**src/hdl/tfd_pkg.sv**
```systemverilog
// ----------------------------------------------------------------------------
// Telemetry frame deframer package
// Shared types, register indexes, reset values and the float decode function.
// ----------------------------------------------------------------------------
package tfd_pkg;

  // Frame length default
  localparam int unsigned FrameBytesDef = 16;

  // Configuration register indexes
  localparam logic [2:0] RegStartMarker  = 3'd0;
  localparam logic [2:0] RegSecondMarker = 3'd1;
  localparam logic [2:0] RegLatitudeId   = 3'd2;
  localparam logic [2:0] RegLongitudeId  = 3'd3;
  localparam logic [2:0] RegUnixTimeId   = 3'd4;

  // Configuration reset values
  localparam logic [7:0] StartMarkerRst  = 8'hFE;
  localparam logic [7:0] SecondMarkerRst = 8'h08;
  localparam logic [7:0] LatitudeIdRst   = 8'd20;
  localparam logic [7:0] LongitudeIdRst  = 8'd21;
  localparam logic [7:0] UnixTimeIdRst   = 8'd23;

  // Result kinds
  localparam logic [1:0] KindTimestamp = 2'd0;
  localparam logic [1:0] KindLatitude  = 2'd1;
  localparam logic [1:0] KindLongitude = 2'd2;
  localparam logic [1:0] KindUnixTime  = 2'd3;

  // Sync states
  localparam logic [1:0] SyncIdle  = 2'b00;
  localparam logic [1:0] SyncHalf  = 2'b01;
  localparam logic [1:0] SyncArmed = 2'b11;

  // Float exponent window
  localparam logic [7:0] ExpBias   = 8'd127;
  localparam logic [7:0] ExpMaxBia = 8'd135;

  // Packed output data width, padded to whole bytes
  localparam int unsigned OutDataW = 144;

  typedef struct packed {
    logic [1:0]         result_kind;
    logic [31:0]        stream_position;
    logic [7:0]         frame_id;
    logic [15:0]        seconds;
    logic [15:0]        microseconds;
    logic [31:0]        raw_word;
    logic signed [32:0] fixed_value;
    logic               range_error;
  } result_t;

  typedef struct packed {
    logic signed [32:0] fixed_value;
    logic               range_error;
  } decode_t;

  // Decode IEEE-754 single to signed Q9.23; out-of-window exponents flag an error
  function automatic decode_t decode_float(input logic [31:0] w);
    logic [7:0]  biased;
    logic [3:0]  sh;
    logic [32:0] mag;
    decode_t     r;
    biased = w[30:23];
    sh     = 4'(biased - ExpBias);
    mag    = {9'd0, 1'b1, w[22:0]} << sh;
    if (biased < ExpBias || biased > ExpMaxBia) begin
      r.fixed_value = '0;
      r.range_error = 1'b1;
    end else begin
      r.fixed_value = w[31] ? -$signed(mag) : $signed(mag);
      r.range_error = 1'b0;
    end
    return r;
  endfunction

endpackage

```
**src/hdl/telemetry_frame_deframer.sv**
```systemverilog
// Results are registered: in the result register, or in the skid entry on a stall.
// Throughput: one byte per cycle; position nine of an armed frame, and position thirteen
// for a known id, yield a result, all other bytes only update the frame state.
// A two-entry output stage (result register plus skid entry) holds up to two results
// while the master side stalls; with both entries full, input stalls until one drains.
// rst_ni clears all control state and the registers to their documented reset values.
// ----------------------------------------------------------------------------
// Telemetry frame deframer
// Tracks frame position and sync, captures id and timestamp, decodes payload.
// ----------------------------------------------------------------------------
module telemetry_frame_deframer
  import tfd_pkg::*;
#(
  parameter int unsigned FRAME_BYTES = FrameBytesDef
) (
  input  logic                clk_i,
  input  logic                rst_ni,
  // Configuration write port
  input  logic                cfg_we_i,
  input  logic [2:0]          cfg_addr_i,
  input  logic [7:0]          cfg_data_i,
  // Input stream
  input  logic                s_axis_tvalid,
  output logic                s_axis_tready,
  input  logic [7:0]          s_axis_tdata,  // [7:0] data_byte
  // Result stream
  output logic                m_axis_tvalid,
  input  logic                m_axis_tready,
  // [31:0] stream_position, [39:32] frame_id, [55:40] seconds,
  // [71:56] microseconds, [103:72] raw_word, [136:104] fixed_value,
  // [137] range_error, [143:138] zero
  output logic [OutDataW-1:0] m_axis_tdata,
  output logic [1:0]          m_axis_tuser   // [1:0] result_kind
);

  localparam int unsigned PosW = $clog2(FRAME_BYTES);
  localparam logic [PosW-1:0] PosLast = PosW'(FRAME_BYTES - 1);

  // Configuration registers
  logic [7:0] start_marker_q, second_marker_q, latitude_id_q, longitude_id_q, unix_time_id_q;

  always_ff @(posedge clk_i or negedge rst_ni) begin
    if (!rst_ni) begin
      start_marker_q  <= StartMarkerRst;
      second_marker_q <= SecondMarkerRst;
      latitude_id_q   <= LatitudeIdRst;
      longitude_id_q  <= LongitudeIdRst;
      unix_time_id_q  <= UnixTimeIdRst;
    end else if (cfg_we_i) begin
      case (cfg_addr_i)
        RegStartMarker:  start_marker_q  <= cfg_data_i;
        RegSecondMarker: second_marker_q <= cfg_data_i;
        RegLatitudeId:   latitude_id_q   <= cfg_data_i;
        RegLongitudeId:  longitude_id_q  <= cfg_data_i;
        RegUnixTimeId:   unix_time_id_q  <= cfg_data_i;
        default: ;
      endcase
    end
  end

  // Frame state
  logic [PosW-1:0] pos_q, pos_d;
  logic [1:0]      sync_q, sync_d, sync_hold;
  logic [7:0]      id_q, id_d;
  logic [15:0]     usec_q, usec_d;
  logic [15:0]     sec_q, sec_d;
  logic [23:0]     low_q, low_d;
  logic [31:0]     count_q;

  logic       in_acc;
  logic [7:0] b;
  logic       armed;
  logic       res_valid;
  result_t    res;
  logic [31:0] word;
  decode_t    dec;

  assign in_acc = s_axis_tvalid & s_axis_tready;
  assign b      = s_axis_tdata;
  assign word   = {b, low_q};
  assign dec    = decode_float(word);

  // Update sync, capture fields and build the result for this byte
  always_comb begin
    sync_hold = sync_q;
    if (pos_q == '0 && b == start_marker_q) begin
      sync_hold = SyncHalf;
    end
    if (b == second_marker_q && sync_hold == SyncHalf) begin
      sync_hold = SyncArmed;
    end
    armed = (sync_hold == SyncArmed);

    id_d   = id_q;
    usec_d = usec_q;
    sec_d  = sec_q;
    low_d  = low_q;
    res_valid = 1'b0;
    res = '0;
    res.stream_position = count_q;
    res.frame_id        = id_q;
    res.microseconds    = usec_q;
    res.seconds         = sec_q;

    if (armed) begin
      case (pos_q)
        PosW'(5): id_d = b;
        PosW'(6): usec_d[7:0] = b;
        PosW'(7): usec_d[15:8] = b;
        PosW'(8): sec_d[7:0] = b;
        PosW'(9): begin
          sec_d[15:8]      = b;
          res.seconds      = {b, sec_q[7:0]};
          res.result_kind  = KindTimestamp;
          res_valid        = 1'b1;
        end
        PosW'(10): low_d[7:0]   = b;
        PosW'(11): low_d[15:8]  = b;
        PosW'(12): low_d[23:16] = b;
        PosW'(13): begin
          if (id_q == latitude_id_q || id_q == longitude_id_q) begin
            res.result_kind = (id_q == latitude_id_q) ? KindLatitude : KindLongitude;
            res.raw_word    = word;
            res.fixed_value = dec.fixed_value;
            res.range_error = dec.range_error;
            res_valid       = 1'b1;
          end else if (id_q == unix_time_id_q) begin
            res.result_kind = KindUnixTime;
            res.raw_word    = word;
            res_valid       = 1'b1;
          end
        end
        default: ;
      endcase
    end

    // Advance the position; clear the frame at the wrap
    sync_d = sync_hold;
    if (pos_q == PosLast) begin
      pos_d  = '0;
      sync_d = SyncIdle;
      id_d   = '0;
      usec_d = '0;
      sec_d  = '0;
    end else begin
      pos_d = pos_q + 1'b1;
    end
  end

  always_ff @(posedge clk_i or negedge rst_ni) begin
    if (!rst_ni) begin
      pos_q   <= '0;
      sync_q  <= SyncIdle;
      id_q    <= '0;
      usec_q  <= '0;
      sec_q   <= '0;
      low_q   <= '0;
      count_q <= '0;
    end else if (in_acc) begin
      pos_q   <= pos_d;
      sync_q  <= sync_d;
      id_q    <= id_d;
      usec_q  <= usec_d;
      sec_q   <= sec_d;
      low_q   <= low_d;
      count_q <= count_q + 32'd1;
    end
  end

  // Result register with a skid entry
  logic    out_valid_q, skid_valid_q;
  result_t out_q, skid_q;
  logic    new_valid;

  assign new_valid     = in_acc & res_valid;
  assign s_axis_tready = ~skid_valid_q;

  always_ff @(posedge clk_i or negedge rst_ni) begin
    if (!rst_ni) begin
      out_valid_q  <= 1'b0;
      skid_valid_q <= 1'b0;
    end else if (!out_valid_q || m_axis_tready) begin
      out_valid_q  <= skid_valid_q | new_valid;
      skid_valid_q <= 1'b0;
    end else if (new_valid) begin
      skid_valid_q <= 1'b1;
    end
  end

  always_ff @(posedge clk_i) begin
    if (!out_valid_q || m_axis_tready) begin
      out_q <= skid_valid_q ? skid_q : res;
    end else if (new_valid) begin
      skid_q <= res;
    end
  end

  // Drive the result stream
  assign m_axis_tvalid = out_valid_q;
  assign m_axis_tuser  = out_q.result_kind;
  assign m_axis_tdata  = {6'd0, out_q.range_error, out_q.fixed_value, out_q.raw_word,
                          out_q.microseconds, out_q.seconds, out_q.frame_id,
                          out_q.stream_position};

endmodule

```
**config.mk**
```make
export PLATFORM = sky130hd
export DESIGN_NAME = telemetry_frame_deframer
export DESIGN_NICKNAME = d
export VERILOG_FILES = /design/src/hdl/tfd_pkg.sv /design/src/hdl/telemetry_frame_deframer.sv
export SDC_FILE = /design/constraint.sdc
export NUM_CORES = 1
export LEC_CHECK = 0
export ABC_AREA = 0
export BUFFER_PORTS_ARGS = -buffer_cell sky130_fd_sc_hd__buf_2
export CELL_PAD_IN_SITES_DETAIL_PLACEMENT = 2
export CELL_PAD_IN_SITES_GLOBAL_PLACEMENT = 2
export CORE_ASPECT_RATIO = 0.6
export CORE_MARGIN = 2
export CORE_UTILIZATION = 30
export DETAILED_ROUTE_END_ITERATION = 16
export HOLD_SLACK_MARGIN = 0.06
export PLACE_DENSITY = 0.57
export SYNTH_ARGS = -nofsm -noshare
export SYNTH_HDL_FRONTEND = slang
export SYNTH_SLANG_ARGS = --single-unit
```
**constraint.sdc**
```tcl
create_clock -name clk_i -period 34.9 [get_ports clk_i]
set_input_delay 3.49 -clock clk_i [delete_from_list [all_inputs] [get_ports clk_i]]
set_output_delay 3.49 -clock clk_i [all_outputs]
set_load 0.01 [all_outputs]
```
==> report_table.html <==
<table>
<tr><th>Metric</th><th>Value</th></tr>
<tr><th colspan="2">Floorplanning</th></tr>
<tr><td>Die span in y</td><td>202 um</td></tr>
<tr><td>Number of core rows</td><td>72</td></tr>
<tr><td>I/O pins</td><td>172</td></tr>
<tr><td>DIE AREA</td><td>67100 um^2</td></tr>
<tr><td>Die outline width</td><td>333 um</td></tr>
<tr><td>Initial Util</td><td>between 30% and 40%</td></tr>
<tr><td>Area inside the core boundary</td><td>64300 um^2</td></tr>
<tr><th colspan="2">Power and ir drop</th></tr>
<tr><td>Fraction of power consumed by combinational cells</td><td>9.4%</td></tr>
<tr><td>Cell-internal power</td><td>878 uW</td></tr>
<tr><td>Share of total power in the clock network</td><td>40.6%</td></tr>
<tr><td>Max VDD drop</td><td>29.2 uV</td></tr>
<tr><td>Total power per unit cell area</td><td>51.8 nW/um^2</td></tr>
<tr><td>Leakage power summed over all cells</td><td>around 0.0095 uW</td></tr>
<tr><td>Sw Share</td><td>25.1%</td></tr>
<tr><td>Part of the power in registers</td><td>50.1%</td></tr>
<tr><td>Net Switching</td><td>about 290 uW</td></tr>
<tr><th colspan="2">STA</th></tr>
<tr><td>Fmax</td><td>between 100 and 150 MHz</td></tr>
<tr><td>Relative slew slack</td><td>24.5%</td></tr>
<tr><td>Final Hold Vio Count</td><td>0</td></tr>
<tr><td>Unrepaired setup endpoints after global routing</td><td>false</td></tr>
<tr><td>Count of final max-slew check failures</td><td>0</td></tr>
<tr><td>Pin slew with the least headroom to its limit</td><td>1.13 ns</td></tr>
<tr><td>Setup TNS after final layout</td><td>0 ns</td></tr>
<tr><td>Final worst-path cycle share</td><td>21.9%</td></tr>
<tr><td>Final Skew</td><td>between 0.02 and 0.025 ns</td></tr>
<tr><td>Final critical delay including setup and external delays</td><td>7.63 ns</td></tr>
<tr><td>Number of endpoints failing setup at the final stage</td><td>0</td></tr>
<tr><th colspan="2">Synth</th></tr>
<tr><td>Synth Area in Adders</td><td>less than 1%</td></tr>
<tr><td>Multiplexer share of the synthesized area</td><td>14.9%</td></tr>
<tr><td>Synth area leaders</td><td>sky130_fd_sc_hd__edfxtp_1, sky130_fd_sc_hd__dfrtp_1, sky130_fd_sc_hd__mux2_2, sky130_fd_sc_hd__xnor2_1, sky130_fd_sc_hd__dfstp_2</td></tr>
<tr><td>Number of enable-type register cells in the synthesized netlist</td><td>280</td></tr>
<tr><td>Fraction of the mapped netlist area in compound gates</td><td>6.86%</td></tr>
<tr><td>Sequential element share of the synthesized area</td><td>61.7%</td></tr>
<tr><td>Warnings, synthesis</td><td>0</td></tr>
<tr><td>Area share of and/or/nand/nor cells after synthesis</td><td>8.56%</td></tr>
<tr><td>Flop and latch count out of synthesis</td><td>about 420</td></tr>
<tr><td>Dominant synthesized flop cell</td><td>sky130_fd_sc_hd__edfxtp_1</td></tr>
<tr><td>Syn Inst Count</td><td>1422</td></tr>
<tr><td>Async set-reset flop share out of synthesis</td><td>34.0%</td></tr>
<tr><td>Xor/xnor share of the synthesized area</td><td>just under 5%</td></tr>
<tr><td>Cell taking the most area after synthesis</td><td>sky130_fd_sc_hd__edfxtp_1</td></tr>
<tr><td>Cell variety after synth</td><td>77</td></tr>
<tr><td>Cell area after technology mapping</td><td>slightly below 20000 um^2</td></tr>
<tr><td>Top-area cell type share of the netlist area</td><td>43.1%</td></tr>
<tr><td>Combinational family with the most area after synthesis</td><td>multiplexers</td></tr>
<tr><td>Mean area per synthesized cell</td><td>13.7 um^2</td></tr>
<tr><th colspan="2">Clocking</th></tr>
<tr><td>Clock latency reported for the late side of the worst-skew pair</td><td>0.59 ns</td></tr>
<tr><td>Clock slew at the register clock pins of the worst setup and hold paths</td><td>0.07 ns</td></tr>
<tr><td>Resize count post-CTS</td><td>0</td></tr>
<tr><td>Clock root buffer master</td><td>sky130_fd_sc_hd__clkbuf_16</td></tr>
<tr><td>Clock tree sinks</td><td>424</td></tr>
<tr><td>Post-CTS Hold Buffers</td><td>0</td></tr>
<tr><td>Clock tree buffer depth</td><td>3</td></tr>
<tr><td>H-tree level count</td><td>2</td></tr>
<tr><td>Number of setup buffers added after CTS</td><td>0</td></tr>
<tr><td>CTS tree</td><td>done</td></tr>
<tr><td>Inserted Clock Buffers</td><td>45</td></tr>
<tr><th colspan="2">GRT</th></tr>
<tr><td>Number of global-route vias before repair</td><td>13100</td></tr>
<tr><td>Met3 usage in global routing</td><td>2.94%</td></tr>
<tr><td>Routing layer with the top usage in global route</td><td>met1</td></tr>
<tr><td>Overall track demand over capacity in global routing</td><td>17.2%</td></tr>
<tr><td>Met1 demand-to-capacity share in global routing</td><td>about 27%</td></tr>
<tr><td>Antenna violations before repair</td><td>0</td></tr>
<tr><td>Overflow left after global routing</td><td>0</td></tr>
<tr><td>Largest net degree at the start of global routing</td><td>75</td></tr>
<tr><td>Wire length of the first global-routing pass</td><td>87400 um</td></tr>
<tr><td>Met2 layer usage reported by global route</td><td>24.2%</td></tr>
<tr><th colspan="2">Worst setup path</th></tr>
<tr><td>Peak fanout along the critical path</td><td>50</td></tr>
<tr><td>Crit Reg-Reg Startpoint</td><td>low_q[23]</td></tr>
<tr><td>Count of buffering cells on the critical path with inverters included</td><td>1</td></tr>
<tr><td>Critical path data required time</td><td>35.22 ns</td></tr>
<tr><td>Arrival time at the worst endpoint</td><td>between 7 and 8 ns</td></tr>
<tr><td>Worst path top cell family by delay</td><td>simple AND/OR/NAND/NOR gates</td></tr>
<tr><td>Number of cells on the worst reg-to-reg path</td><td>12</td></tr>
<tr><td>Critical R2R Capture</td><td>m_axis_tdata[127]</td></tr>
<tr><td>Worst R2R Setup Slack</td><td>29.48 ns</td></tr>
<tr><td>Worst setup path startpoint</td><td>s_axis_tdata[0]</td></tr>
<tr><td>Crit-path max cell delay</td><td>1.04 ns</td></tr>
<tr><td>Worst Setup End Kind</td><td>register</td></tr>
<tr><td>Classification of the worst setup path</td><td>input port to register</td></tr>
<tr><td>List of cells traversed by the critical path</td><td>buf_2 -&gt; ha_2 -&gt; mux2_2 -&gt; mux4_2 -&gt; nor2_1 -&gt; a22oi_1 -&gt; or2_1 -&gt; nor4_1 -&gt; a21oi_1 -&gt; xor2_1 -&gt; o21ai_1</td></tr>
<tr><td>Crit-path slowest cell</td><td>sky130_fd_sc_hd__ha_2</td></tr>
<tr><td>Element type at the critical path start</td><td>input port</td></tr>
<tr><th colspan="2">Placement</th></tr>
<tr><td>Placed instance count</td><td>roughly 2400</td></tr>
<tr><td>Buffers added on ports</td><td>between 150 and 200</td></tr>
<tr><td>Placed wire-length estimate after detailed placement</td><td>39100 um</td></tr>
<tr><td>Weighted congestion reported at the end of routability-driven placement</td><td>0.791</td></tr>
<tr><th colspan="2">Cells and area</th></tr>
<tr><td>Ant diodes</td><td>0</td></tr>
<tr><td>Post-layout util</td><td>35.2%</td></tr>
<tr><td>Fill cell total of the finished layout</td><td>6683</td></tr>
<tr><td>Number of nets in the layout</td><td>1611</td></tr>
<tr><td>Non-filler instance count after layout</td><td>2466</td></tr>
<tr><td>Layout-stage area growth over the synthesis result</td><td>16.0%</td></tr>
<tr><td>Fraction of final layout cells with drive strength greater than 1</td><td>31.9%</td></tr>
<tr><th colspan="2">Drt</th></tr>
<tr><td>Count of TritonRoute iterations in the first routing pass</td><td>5</td></tr>
<tr><td>Ratio of routed vias to standard cells</td><td>about 5.0</td></tr>
<tr><td>Initial drt markers</td><td>753</td></tr>
<tr><td>Routed wirelength normalized by instance count</td><td>23.3 um</td></tr>
<tr><td>Final Routed Wirelength</td><td>57400 um</td></tr>
<tr><td>Routed via count</td><td>12300</td></tr>
<tr><td>Post-detailed-route DRC marker count</td><td>0</td></tr>
<tr><td>ANT nets after route</td><td>0</td></tr>
<tr><th colspan="2">Run status</th></tr>
<tr><td>Run status</td><td>finished clean</td></tr>
<tr><th colspan="2">Min path</th></tr>
<tr><td>Number of cells on the worst hold path</td><td>0</td></tr>
<tr><td>Type of the worst min-delay path</td><td>register to register</td></tr>
<tr><td>Worst-case hold path end point</td><td>skid_q[76]</td></tr>
<tr><td>Beginning of the worst hold path</td><td>usec_q[10]</td></tr>
<tr><th colspan="2">Flow run</th></tr>
<tr><td>Count of maximum capacitance violations</td><td>0</td></tr>
</table>
==> metal layers <==
layer	up-vias	wire length [um]	share of wire (%)
li1	5562	-	-
met5	-	0	0
met2	212	23800	41
met1	6456	30500	53
met4	0	908	1.6
met3	52	2230	3.9
==> area by class of cell <==
type	count	area (um^2)	area share, %
sequential	424	12000	53.2
multi-input combinational	905	7010	31.0
clock buffer	65	1290	5.72
tap	851	1060	4.71
timing repair buffer	190	1020	4.51
clock inverter	18	143	0.631
inverter	13	48.8	0.216
==> sequential cells by signal (all words and copies together) (netlist names) <==
signal / cells
skid_q: 140
m_axis_tdata: 138
count_q: 32
low_q: 24
sec_q: 16
usec_q: 16
id_q: 8
latitude_id_q: 8
longitude_id_q: 8
second_marker_q: 8
start_marker_q: 8
unix_time_id_q: 8
pos_q: 4
m_axis_tuser: 2
sync_q: 2
m_axis_tvalid: 1
skid_valid_q: 1
==> power by group through the flow <==
stage	clock network [uW]	registers [uW]	logic (uW)
after global routing	511	591	122
after CTS	495	587	111
after global placement	0	596	108
after floorplan	0	592	75.1
final	476	587	110
after detailed placement	0	597	110
==> per-stage QoR <==
stage                     area [um^2]  power (uW)  worst slack (ns)  hold WS, ns
final                           22600        1170             27.27        0.479
after global routing            22600        1220             26.97        0.500
after CTS                       22600        1190             27.32        0.479
after detailed placement        21200         708             26.68        0.469
after global placement          21200         704             26.76        0.464
after floorplan                 19500         667             19.60        0.443
==> placed cells by master, fill, tap and decap left out, drive strengths merged, types with 8 or more instances in the layout <==
cell type | netlist | final
nor3 | 22 | 22
a211oi | 8 | 8
dfrtp | 127 | 127
inv | 12 | 12
nor2 | 78 | 78
and3 | 12 | 12
xor2 | 42 | 42
o21ai | 42 | 42
buf | 35 | 190
xnor2 | 64 | 64
clkinv | 1 | 16
a31oi | 11 | 11
nand2b | 8 | 8
mux2 | 200 | 200
and2 | 33 | 33
mux2i | 40 | 40
o31ai | 28 | 28
edfxtp | 280 | 280
nand2 | 118 | 118
mux4 | 10 | 10
clkbuf | 50 | 65
a21oi | 32 | 32
nor4 | 9 | 9
nand4 | 17 | 17
a22o | 34 | 34
ha | 8 | 8
dfstp | 17 | 17
nand3 | 25 | 25
==> worst max path at each step <==
stage | slack, ns | depth (start not counted) | endpoint
floorplan | 19.60 | 2 | skid_q[0]
detailed placement | 26.68 | 11 | m_axis_tdata[127]
global route | 26.97 | 11 | m_axis_tdata[135]
global placement | 26.76 | 11 | m_axis_tdata[135]
finish | 27.27 | 11 | m_axis_tdata[127]
CTS | 27.32 | 11 | m_axis_tdata[127]
==> cell usage after synthesis, drive strengths merged, types with 33 or more instances <==
cell type and count:
a22o 34, and2 33, buf 35, clkbuf 50, dfrtp 127, edfxtp 280
mux2 200, mux2i 40, nand2 118, nor2 78, o21ai 42, xnor2 64
xor2 42
==> logic make-up (layout without fill, tap and decap cells) <==
group / after synthesis / after routing
flops: 424 / 424
simple gates: 347 / 347
mux: 250 / 250
compound gates: 188 / 188
xor+xnor: 106 / 106
buf+inv: 98 / 286
fa+ha+maj: 8 / 8
other cells: 1 / 6
Note: power is estimated with default switching activity, not from simulation.
